### src/rtl/core/qbrc_pkg.sv
// Shared types and constants for the quiz buzzer round controller.
// No dependencies; imported by qbrc_button and quiz_buzzer_round_controller.
package qbrc_pkg;

	typedef enum logic [1:0] {
		PH_IDLE   = 2'd0,
		PH_ARMED  = 2'd1,
		PH_LOCKED = 2'd2
	} phase_t;

	typedef enum logic [2:0] {
		EV_NONE    = 3'd0,
		EV_ARM     = 3'd1,
		EV_DISARM  = 3'd2,
		EV_RESET   = 3'd3,
		EV_ACK     = 3'd4,
		EV_LOCKOUT = 3'd5,
		EV_HOST    = 3'd6
	} event_kind_t;

	typedef enum logic [1:0] {
		PRESS_NONE  = 2'd0,
		PRESS_SHORT = 2'd1,
		PRESS_LONG  = 2'd2
	} press_t;

	// configuration register indexes
	localparam int CFG_INDEX_W = 3;
	localparam int CFG_DATA_W  = 16;
	localparam logic [CFG_INDEX_W-1:0] CFG_DEBOUNCE   = 3'd0;
	localparam logic [CFG_INDEX_W-1:0] CFG_LONG_PRESS = 3'd1;
	localparam logic [CFG_INDEX_W-1:0] CFG_BLINK_HALF = 3'd2;
	localparam logic [CFG_INDEX_W-1:0] CFG_HOST_BTN   = 3'd3;
	localparam logic [CFG_INDEX_W-1:0] CFG_PLAYERS    = 3'd4;

	// reset values of the configuration registers
	localparam logic [7:0]  DEBOUNCE_DEF   = 8'd30;
	localparam logic [15:0] LONG_PRESS_DEF = 16'd800;
	localparam logic [15:0] BLINK_HALF_DEF = 16'd200;
	localparam logic        HOST_BTN_DEF   = 1'b1;
	localparam logic [4:0]  PLAYERS_DEF    = 5'd8;

	localparam int MAX_PLAYERS_DEF = 16;
	localparam int ORDER_DEPTH_DEF = 16;

	localparam int MAX_RESULTS    = 3;
	localparam int RES_FIFO_DEPTH = 4;

	typedef struct packed {
		logic [7:0]  debounce_ticks;
		logic [15:0] long_press_ticks;
	} button_cfg_t;

	typedef struct packed {
		event_kind_t kind;
		logic [7:0]  player;
		logic [15:0] value;
		logic        led;
		logic        last;
	} result_t;

endpackage

### src/rtl/core/qbrc_button.sv
// Debounce and short/long press classification for one button.
// Depends on qbrc_pkg (button_cfg_t, press_t).
module qbrc_button import qbrc_pkg::*; (
	input  logic        clk,
	input  logic        arst_n,
	input  logic        tick,
	input  logic        level,
	input  button_cfg_t cfg,
	output press_t      press
);

	logic        last_q, stable_q, pressed_q, long_q;
	logic [7:0]  quiet_q;
	logic [15:0] held_q;

	logic        stable_d, pressed_d, long_d;
	logic [7:0]  quiet_d;
	logic [15:0] held_inc, held_d;

	always_comb begin
		held_inc = held_q;
		if (pressed_q && !long_q && held_q != 16'hFFFF) begin
			held_inc = held_q + 16'd1;
		end
		if (level != last_q) begin
			quiet_d = 8'd0;
		end else if (quiet_q != 8'hFF) begin
			quiet_d = quiet_q + 8'd1;
		end else begin
			quiet_d = quiet_q;
		end

		stable_d  = stable_q;
		pressed_d = pressed_q;
		long_d    = long_q;
		held_d    = held_inc;
		press     = PRESS_NONE;

		if (quiet_d >= cfg.debounce_ticks) begin
			if (level && !stable_q) begin
				stable_d  = 1'b1;
				pressed_d = 1'b1;
				long_d    = 1'b0;
				held_d    = 16'd0;
			end else if (level && pressed_q && !long_q) begin
				if (held_inc >= cfg.long_press_ticks) begin
					long_d = 1'b1;
					press  = PRESS_LONG;
				end
			end else if (!level && stable_q) begin
				// long flag survives the release; cleared at the next press
				if (pressed_q && !long_q) begin
					press = PRESS_SHORT;
				end
				stable_d  = 1'b0;
				pressed_d = 1'b0;
			end
		end

		if (!tick) begin
			press = PRESS_NONE;
		end
	end

	always_ff @(posedge clk or negedge arst_n) begin
		if (!arst_n) begin
			last_q    <= 1'b0;
			quiet_q   <= 8'd0;
			stable_q  <= 1'b0;
			pressed_q <= 1'b0;
			long_q    <= 1'b0;
			held_q    <= 16'd0;
		end else if (tick) begin
			last_q    <= level;
			quiet_q   <= quiet_d;
			stable_q  <= stable_d;
			pressed_q <= pressed_d;
			long_q    <= long_d;
			held_q    <= held_d;
		end
	end

endmodule

### src/rtl/core/quiz_buzzer_round_controller.sv
// Quiz buzzer round controller: input register, single-pass round logic, result queue.
// An accepted word is held in the input register until the queue has room for its results.
// Throughput: one input word per cycle while each gives one result word and the
// output is not stalled; the four-entry result queue drains one word per cycle
// while out_stall is low. Reset clears all state and loads the configuration defaults;
// no clearing pass is needed.
module quiz_buzzer_round_controller import qbrc_pkg::*; #(
	parameter int MAX_PLAYERS = MAX_PLAYERS_DEF,
	parameter int ORDER_DEPTH = ORDER_DEPTH_DEF
) (
	input  logic                   clk,
	input  logic                   arst_n,
	input  logic                   in_valid,
	output logic                   in_stall,
	input  logic                   operation,
	input  logic                   arm_level,
	input  logic                   host_level,
	input  logic [7:0]             buzz_id,
	output logic                   out_valid,
	input  logic                   out_stall,
	output logic [2:0]             event_kind,
	output logic [7:0]             event_player,
	output logic [15:0]            event_value,
	output logic                   led_on,
	output logic                   last,
	input  logic                   cfg_we,
	input  logic [CFG_INDEX_W-1:0] cfg_index,
	input  logic [CFG_DATA_W-1:0]  cfg_data
);

	localparam int CNT_W = $clog2(ORDER_DEPTH + 1);
	localparam int PTR_W = $clog2(RES_FIFO_DEPTH);
	localparam int FCNT_W = $clog2(RES_FIFO_DEPTH + 1);

	// configuration
	logic [7:0]  debounce_q;
	logic [15:0] long_press_q, blink_half_q;
	logic        host_btn_q;
	logic [4:0]  players_q;

	always_ff @(posedge clk or negedge arst_n) begin
		if (!arst_n) begin
			debounce_q   <= DEBOUNCE_DEF;
			long_press_q <= LONG_PRESS_DEF;
			blink_half_q <= BLINK_HALF_DEF;
			host_btn_q   <= HOST_BTN_DEF;
			players_q    <= PLAYERS_DEF;
		end else if (cfg_we) begin
			unique case (cfg_index)
				CFG_DEBOUNCE:   debounce_q   <= cfg_data[7:0];
				CFG_LONG_PRESS: long_press_q <= cfg_data;
				CFG_BLINK_HALF: blink_half_q <= cfg_data;
				CFG_HOST_BTN:   host_btn_q   <= cfg_data[0];
				CFG_PLAYERS:    players_q    <= cfg_data[4:0];
				default: ;
			endcase
		end
	end

	// input register
	logic       valid_s1, op_s1, arm_s1, host_s1;
	logic [7:0] pid_s1;
	logic       process, accept;
	logic [FCNT_W-1:0] fcnt_q;

	assign process  = valid_s1 && (fcnt_q <= FCNT_W'(RES_FIFO_DEPTH - MAX_RESULTS));
	assign in_stall = valid_s1 && !process;
	assign accept   = in_valid && !in_stall;

	always_ff @(posedge clk or negedge arst_n) begin
		if (!arst_n) begin
			valid_s1 <= 1'b0;
		end else if (accept) begin
			valid_s1 <= 1'b1;
		end else if (process) begin
			valid_s1 <= 1'b0;
		end
	end

	always_ff @(posedge clk) begin
		if (accept) begin
			op_s1   <= operation;
			arm_s1  <= arm_level;
			host_s1 <= host_level;
			pid_s1  <= buzz_id;
		end
	end

	// buttons
	logic        tick, buzz;
	button_cfg_t btn_cfg;
	press_t      arm_press, host_press;

	assign tick = process && !op_s1;
	assign buzz = process && op_s1;
	assign btn_cfg = '{debounce_ticks: debounce_q, long_press_ticks: long_press_q};

	qbrc_button u_arm_btn (
		.clk    (clk),
		.arst_n (arst_n),
		.tick   (tick),
		.level  (arm_s1),
		.cfg    (btn_cfg),
		.press  (arm_press)
	);

	qbrc_button u_host_btn (
		.clk    (clk),
		.arst_n (arst_n),
		.tick   (tick),
		.level  (host_s1),
		.cfg    (btn_cfg),
		.press  (host_press)
	);

	// round state
	phase_t                 phase_q, phase_d;
	logic [15:0]            round_q, round_d, round_inc;
	logic [CNT_W-1:0]       buzz_cnt_q, buzz_cnt_d, buzz_inc;
	logic [MAX_PLAYERS-1:0] seen_q, seen_d, id_hot;
	logic [15:0]            blink_cnt_q, blink_cnt_d, half;
	logic [16:0]            blink_inc;
	logic                   blink_q, blink_d;
	logic [7:0]             top_id;
	logic                   id_ok, led;
	result_t                res [MAX_RESULTS];
	logic [1:0]             n_res;

	always_comb begin
		half = (blink_half_q == 16'd0) ? 16'd1 : blink_half_q;
		blink_inc = {1'b0, blink_cnt_q} + 17'd1;
		blink_cnt_d = blink_cnt_q;
		blink_d = blink_q;
		if (tick) begin
			if (blink_inc >= {1'b0, half}) begin
				blink_cnt_d = 16'd0;
				blink_d = ~blink_q;
			end else begin
				blink_cnt_d = blink_inc[15:0];
			end
		end

		round_inc = round_q + 16'd1;
		if (round_inc == 16'd0) begin
			round_inc = 16'd1;
		end
		buzz_inc = buzz_cnt_q + CNT_W'(1);

		for (int i = 0; i < MAX_PLAYERS; i++) begin
			id_hot[i] = (pid_s1 == 8'(i + 1));
		end
		top_id = ({3'b000, players_q} < 8'(MAX_PLAYERS)) ? {3'b000, players_q}
			: 8'(MAX_PLAYERS);
		id_ok = (pid_s1 != 8'd0) && (pid_s1 <= top_id) && ((seen_q & id_hot) == '0)
			&& (buzz_cnt_q < CNT_W'(ORDER_DEPTH));

		phase_d = phase_q;
		round_d = round_q;
		buzz_cnt_d = buzz_cnt_q;
		seen_d = seen_q;
		n_res = 2'd0;
		for (int k = 0; k < MAX_RESULTS; k++) begin
			res[k] = '{kind: EV_NONE, player: 8'd0, value: 16'd0, led: 1'b0, last: 1'b0};
		end

		if (buzz) begin
			if (phase_q != PH_IDLE && id_ok) begin
				seen_d = seen_q | id_hot;
				buzz_cnt_d = buzz_inc;
				res[0] = '{kind: EV_ACK, player: pid_s1, value: 16'(buzz_inc),
					led: 1'b0, last: 1'b0};
				n_res = 2'd1;
				if (buzz_cnt_q == '0) begin
					phase_d = PH_LOCKED;
					res[1] = '{kind: EV_LOCKOUT, player: pid_s1, value: round_q,
						led: 1'b0, last: 1'b0};
					n_res = 2'd2;
				end
			end
		end

		if (tick) begin
			if (arm_press == PRESS_SHORT) begin
				// an active round is reset before the new one is armed
				if (phase_q != PH_IDLE) begin
					res[n_res] = '{kind: EV_RESET, player: 8'd0, value: round_q,
						led: 1'b0, last: 1'b0};
					n_res = n_res + 2'd1;
				end
				round_d = round_inc;
				buzz_cnt_d = '0;
				seen_d = '0;
				phase_d = PH_ARMED;
				res[n_res] = '{kind: EV_ARM, player: 8'd0, value: round_inc,
					led: 1'b0, last: 1'b0};
				n_res = n_res + 2'd1;
			end else if (arm_press == PRESS_LONG) begin
				if (host_btn_q) begin
					phase_d = PH_IDLE;
					res[n_res] = '{kind: EV_DISARM, player: 8'd0, value: round_q,
						led: 1'b0, last: 1'b0};
				end else begin
					res[n_res] = '{kind: EV_HOST, player: 8'd0, value: 16'd0,
						led: 1'b0, last: 1'b0};
				end
				n_res = n_res + 2'd1;
			end
			if (host_press != PRESS_NONE && host_btn_q) begin
				res[n_res] = '{kind: EV_HOST, player: 8'd0, value: 16'd0,
					led: 1'b0, last: 1'b0};
				n_res = n_res + 2'd1;
			end
		end

		if (n_res == 2'd0) begin
			n_res = 2'd1;
		end

		unique case (phase_d)
			PH_ARMED:  led = blink_d;
			PH_LOCKED: led = 1'b1;
			default:   led = 1'b0;
		endcase

		for (int k = 0; k < MAX_RESULTS; k++) begin
			res[k].led  = led;
			res[k].last = (2'(k) == n_res - 2'd1);
		end
	end

	always_ff @(posedge clk or negedge arst_n) begin
		if (!arst_n) begin
			phase_q <= PH_IDLE;
		end else begin
			phase_q <= phase_d;
		end
	end

	always_ff @(posedge clk or negedge arst_n) begin
		if (!arst_n) begin
			round_q     <= 16'd0;
			buzz_cnt_q  <= '0;
			seen_q      <= '0;
			blink_cnt_q <= 16'd0;
			blink_q     <= 1'b0;
		end else begin
			round_q     <= round_d;
			buzz_cnt_q  <= buzz_cnt_d;
			seen_q      <= seen_d;
			blink_cnt_q <= blink_cnt_d;
			blink_q     <= blink_d;
		end
	end

	// result queue
	result_t           fifo_q [RES_FIFO_DEPTH];
	logic [PTR_W-1:0]  wr_ptr_q, rd_ptr_q;
	logic              pop;
	result_t           head;

	assign out_valid = (fcnt_q != '0);
	assign pop = out_valid && !out_stall;
	assign head = fifo_q[rd_ptr_q];

	always_ff @(posedge clk) begin
		if (process) begin
			for (int k = 0; k < MAX_RESULTS; k++) begin
				if (2'(k) < n_res) begin
					fifo_q[wr_ptr_q + PTR_W'(k)] <= res[k];
				end
			end
		end
	end

	always_ff @(posedge clk or negedge arst_n) begin
		if (!arst_n) begin
			wr_ptr_q <= '0;
			rd_ptr_q <= '0;
			fcnt_q   <= '0;
		end else begin
			if (process) begin
				wr_ptr_q <= wr_ptr_q + PTR_W'(n_res);
			end
			if (pop) begin
				rd_ptr_q <= rd_ptr_q + PTR_W'(1);
			end
			fcnt_q <= fcnt_q + (process ? FCNT_W'(n_res) : FCNT_W'(0))
				- (pop ? FCNT_W'(1) : FCNT_W'(0));
		end
	end

	assign event_kind   = head.kind;
	assign event_player = head.player;
	assign event_value  = head.value;
	assign led_on       = head.led;
	assign last         = head.last;

endmodule

### config.mk
export PLATFORM = sky130hd
export DESIGN_NAME = quiz_buzzer_round_controller
export DESIGN_NICKNAME = d
export VERILOG_FILES = /design/src/rtl/core/qbrc_pkg.sv /design/src/rtl/core/qbrc_button.sv /design/src/rtl/core/quiz_buzzer_round_controller.sv
export SDC_FILE = /design/constraint.sdc
export NUM_CORES = 1
export LEC_CHECK = 0
export ABC_CLOCK_PERIOD_IN_PS = 19800
export BUFFER_PORTS_ARGS = -buffer_cell sky130_fd_sc_hd__buf_2
export CORE_MARGIN = 4
export CORE_UTILIZATION = 55
export DETAILED_ROUTE_END_ITERATION = 12
export PLACE_DENSITY = 0.8
export SLEW_MARGIN = 30
export SYNTH_ARGS = -nofsm -noshare
export SYNTH_HDL_FRONTEND = slang
export SYNTH_HIERARCHICAL = 1
export SYNTH_SLANG_ARGS = --single-unit
### constraint.sdc
create_clock -name clk -period 19.8 [get_ports clk]
set_input_delay 3.96 -clock clk [delete_from_list [all_inputs] [get_ports clk]]
set_output_delay 3.96 -clock clk [all_outputs]
set_load 0.005 [all_outputs]
; ---- After elaboration in Yosys (flattened, before gate mapping)
; Memories as Yosys holds them, arrays and structs flattened.
; Index checks and enable logic that the tools add are counted.
; W data, S select, Z words.
[word_totals]
ff_bits = 175
latchBits = 0
ramBits = 116
romBits = 0
inputBits = 35
out_inout_bits = 31
elab_cells = 279
n_memories = 1
[memory_table]
columns = name, depth, width, read_ports, rd_ports_with_merged_regs, wr, line_no
row1 = fifo_q, 4, 29, 1, 0, 3, quiz_buzzer_round_controller.sv:256  ; result_t fifo_q [RES_FIFO_DEPTH];
[op_classes]
n_addsub = 17
n_mul = 0
n_div = 0
magnitude_cmp = 18
eq_ne = 34
shift = 0
n_mux = 104
bitwise_logic = 12
reduce_logical = 64
[op_table]
columns = cell, n
row1 = $mux W87, 9
row2 = $bwmux W87, 3
row3 = $mux W16, 13
row4 = $demux W29 S2, 3
row5 = $and A81 B81 Y81, 2
row6 = $not A81 Y81, 2
row7 = $mux W29, 4
row8 = $mux W58, 2
row9 = $eq A8 B4 Y1 const B, 8
row10 = $mux W2, 32
row11 = $add A16 B1 Y16 const B, 3
row12 = $logic_not A16 Y1, 3
row13 = $eq A8 B3 Y1 const B, 4
row14 = $ge A16 B16 Y1, 2
row15 = $mux W8, 4
row16 = $ne A16 B16 Y1 const B, 2
row17 = $mux W1, 28
row18 = $logic_and A1 B1 Y1, 26
row19 = $mux W5, 5
row20 = $reduce_bool A2 Y1, 9
row21 = $add A16 B1 Y17 const B, 1
row22 = $ge A17 B16 Y1, 1
row23 = $add A8 B1 Y8 const B, 2
row24 = $and A16 B16 Y16, 1
row25 = other kinds (41), 80

; ---- Logic depth before layout (Yosys ltp)
[logic_depth]
ltp_word = 25
depth_mapped = 31
depth_no_buf = 28

; ---- Modules after synthesis
; The synthesis kept the hierarchy.
[by_module_without_submodules]
columns = module, n_inst, cells_per_inst, area_each_um2, seq_area_each_um2
row1 = quiz_buzzer_round_controller, 1, 1452, 14336.2, 6581.3
row2 = qbrc_button, 2, 300, 2558.7, 675.6

; ---- Worst setup path before layout
; No wires, ideal clock.
[synth_path]
kind = register -> register
startpoint = register u_arm_btn.quiet_q[0]
endpoint = memory fifo_q[0][0] in the netlist's numbering (enable)
setup_ns = 0.459
t_arrival_ns = 7.052
required_time_ns = 19.341
slack_ns = 12.289
stages_incl_launch_ff = 24
path_buffers = 4
synth_period_minus_slack_ns = 7.511
cell_sequence = dfrtp_1 -> ha_1 -> and2_1 -> a31oi_1 -> and3_1 -> xnor2_1 -> nor2_1 -> ha_1 -> a21oi_1 -> o21ai_1 -> a32oi_2 -> nor3_1 -> clkbuf_1 -> or4b_2 -> clkbuf_1 -> clkbuf_1 -> nand2_1 -> ha_1 -> nand2_1 -> o211ai_1 -> o21ai_2 -> clkbuf_1 -> o21ai_0 -> a211oi_1
[synth_rtl]
columns = item, line_no
row1 = from (decl), qbrc_button.sv:13  ; logic [7:0] quiet_q;
row2 = from (signal assigned), qbrc_button.sv:75  ; quiet_q <= quiet_d;
row3 = to (decl), quiz_buzzer_round_controller.sv:256

==> impl_metrics.yaml <==
global_route:
  grt_overflow_total: 0
  grt_first_pass_wirelength_mm: 83.4
  grt_pass1_vias: 15800
  gr-usage-all-layers_pct: 26.5
  initial_antenna_violation_count: 0
  largest_net_degree_at_the_start_of_global_routing: 90
placed_design:
  io_buffers: 65
  gp_congestion: 0.998
  placed_area_um2: 20100
  dpl.hpwl_mm: 37.7
synth:
  mappedNetlistArea_um2: 19500
  ys.warnings.count: 6
  ys_seq_elements: 291
  seq_area_frac_synth_pct: 40.8
  count_of_flip_flops_with_a_built_in_enable_after_synthesis: 127
  syn_inst: 2052
  synth.distinct_cells: 97
  asyncSetResetFlopFracSynth_pct: 56.4
  ys_dominant_reg_cell: "sky130_fd_sc_hd__dfrtp_1"
  synth_area_per_cell_um2: 9.48
clock_network:
  clock-sinks: 291
  cts_tree: "built"
  clkTransAtPathRegs_ns: 0.06
  cts_repair_resize_count: 0
  cts.hold.buffers_added: 0
  clock_insertion_delay_worst_skew_ns: 0.53
  clk_root_buf: "sky130_fd_sc_hd__clkbuf_16"
  depth_of_the_cts_h_tree: 2
  numCtsBuffers: 34
  cts_setup_buffers: 0
  cts_max_path_buffers: 3
floorplanning:
  std_cell_rows: 68
  die_area_um2: 38400
  fp.dieH_um: 196
  boundaryPins: 66
  chipWidth_um: 196
  effective_utilization_at_floorplan_pct: 56.0
  fp.coreArea_um2: 34700
final_layout:
  area_grow_syn2layout_pct: 8.84
  commonest_cells_after_routing_fill_and_taps_aside: "sky130_fd_sc_hd__nand2_1 (220), sky130_fd_sc_hd__nor2_1 (182), sky130_fd_sc_hd__dfrtp_1 (151)"
  final_layout_size_suffix_gt1_share_pct: 13.3
  layout.cells.most_common: "sky130_fd_sc_hd__nand2_1"
  antenna-diode-count: 0
  final_design_area_no_fill_um2: 21200
  nets: 2203
timing:
  totalNegativeSetupSlack_ns: 0
  final.period_utilization_pct: 37.1
  timing.max_slew.rel_slack_pct: 37.7
  setup_violations: 0
  timing.final.max_slew_violations: 0
  max_slew.worst_pin.slew_ns: 0.934
  final.setup_skew_ns: 0.0142
  rsz0062_at_grt: "false"
  final-hold-violation-count: 0
  max_clk_rate_mhz: 136
  min_period_ns: 7.34
critical_path:
  worstPathCellList: "ha_1 -> o21ai_0 -> a21oi_1 -> o31a_1 -> or4_1 -> nor2_1 -> nand2_1 -> ha_1 -> nand2b_1 -> inv_1 -> ha_1 -> o211ai_1 -> o31ai_1 -> ha_1 -> nand2_1 -> o211ai_1 -> nor3_1 -> a21o_1 -> nand2_2 -> and3_1 -> nor3_1"
  worstPathMaxFanout: 27
  critical_path.startpoint_type: "flop"
  crit_arrival_ns: 7.70
  timing.critical_path.slowest_stage_cell: "sky130_fd_sc_hd__nor2_1"
  timing.critical_path.max_delay_family: "simple AND/OR/NAND/NOR gates"
  required_ns: 20.16
  timing.critical_path.slowest_cell_delay_ns: 0.77
  critPathCaptureType: "flop"
  cp.buffers_inverters: 1
  timing_worst_setup_path_type: "reg2reg"
  critPathMostFrequentCell: "sky130_fd_sc_hd__ha_1"
detailed_routing:
  route.final.wire_length_mm: 52.2
  route.antenna.remaining_nets: 0
  routedWlPerCell_um: 20.5
  drt_pre_antenna_iters: 6
  dr_total_vias: 16400
  via_to_cell_ratio: 6.44
  dr.first_iter.drc_count: 1732
  drc_markers: 0
power_and_ir_drop:
  irDropWorstVdd_mv: 0.0833
  powerDensity_nw_per_um2: 91.7
  power.static_leakage_nw: 8.87
min_path:
  worst_hold_path_type: "reg2reg"
flow_run:
  max_cap_viol_count: 0
run_status:
  outcome: "finished clean"
metal layers:
layer	share of wire, %	vias up	GRT usage, %
met5	0	-	0
met4	3.5	0	9.52
met3	8.0	150	4.00
met2	48	851	44.0
met1	41	7872	35.5
li1	-	7552	-
kinds of logic after synthesis:
logic type	share of synthesized area, %
AND/OR/NAND/NOR	18.6
multiplexers	9.18
AO/OA/AOI/OAI	16.3
adder cells (fa/ha/maj)	6.41
other	0.0193
flip-flops	40.8
XOR/XNOR	3.83
buffers and inverters	4.80
through the flow:
step	setup slack (ns)	utilization (%)	instances	hold slack, ns	power (mW)
2_1_floorplan	12.29	-	2063	0.455	1.17
3_3_place_gp	12.84	57.8	2488	0.475	1.31
3_5_place_dp	12.61	57.8	2488	0.492	1.34
4_1_cts	12.56	60.9	2550	0.507	1.95
5_1_grt	11.90	61.0	2550	0.511	2.04
6_report	12.46	61.0	2550	0.506	1.94
final timing paths:
check                           cells after the start              endpoint      start  slack [ns]
max in group asynchronous                           2      u_arm_btn/last_q     arst_n       15.15
min in group asynchronous                           1  u_arm_btn/held_q[11]     arst_n        3.49
worst min-delay path                                2             seen_q[8]  seen_q[8]        0.51
worst max register to register                     21          fifo_q[2][4]  pid_s1[2]       12.46
worst min register to register                      2             seen_q[8]  seen_q[8]        0.51
worst max-delay path                               21          fifo_q[2][4]  pid_s1[2]       12.46
registers in the layout, summed over array words and instances (netlist names), 3 cells and up:
register            flops
pid_s1                  8
blink_half_q           16
blink_cnt_q            16
debounce_q              8
u_arm_btn/quiet_q       8
long_press_q           16
u_host_btn/quiet_q      8
round_q                16
fifo_q                116
buzz_cnt_q              5
u_host_btn/held_q      16
u_arm_btn/held_q       16
seen_q                 16
fcnt_q                  3
players_q               5
power by group:
group / switching, mW / leakage (nW) / internal (mW)
registers: 0.0916 / 3.31 / 0.734
logic: 0.288 / 5.06 / 0.220
clock network: 0.259 / 0.509 / 0.351
cells in the mapped netlist (16+ instances only):
library cell	number	area (um^2)
sky130_fd_sc_hd__nand3_1	75	375
sky130_fd_sc_hd__nor2_1	182	683
sky130_fd_sc_hd__nand2_1	220	826
sky130_fd_sc_hd__a31oi_1	29	181
sky130_fd_sc_hd__ha_1	98	1230
sky130_fd_sc_hd__o22ai_1	16	100
sky130_fd_sc_hd__and4_1	17	149
sky130_fd_sc_hd__inv_1	102	383
sky130_fd_sc_hd__buf_2	28	140
sky130_fd_sc_hd__xnor2_1	52	455
sky130_fd_sc_hd__a22o_1	21	184
sky130_fd_sc_hd__nand4_1	26	163
sky130_fd_sc_hd__mux2_2	46	518
sky130_fd_sc_hd__o31ai_1	18	135
sky130_fd_sc_hd__nand2b_1	17	106
sky130_fd_sc_hd__and2_1	24	150
sky130_fd_sc_hd__nor2b_1	22	138
sky130_fd_sc_hd__and3_1	40	250
sky130_fd_sc_hd__mux2i_1	51	510
sky130_fd_sc_hd__a21oi_1	136	681
sky130_fd_sc_hd__xor2_1	33	289
sky130_fd_sc_hd__nor3_1	41	205
sky130_fd_sc_hd__mux4_2	29	653
sky130_fd_sc_hd__dfrtp_1	152	3800
sky130_fd_sc_hd__o21ai_0	108	541
sky130_fd_sc_hd__clkbuf_1	70	263
sky130_fd_sc_hd__edfxtp_1	127	3810
worst min-delay path, delay by kind of cell, from the launching register on:
family	cells	cell delay, ns
DFF	1	0.35
and+or+nand+nor	1	0.07
AOI/OAI and AO/OA	1	0.04
layout make-up:
cell class                      count  area (um^2)
Clock inverter                     22          204
Inverter                          106          398
Clock buffer                       40          883
Multi-Input combinational cell   1550        10700
Sequential cell                   291         7940
Timing Repair Buffer               86          493
Tap cell                          455          569
Fill cell                        2882        13500
Note: power is estimated with default switching activity, not from simulation.
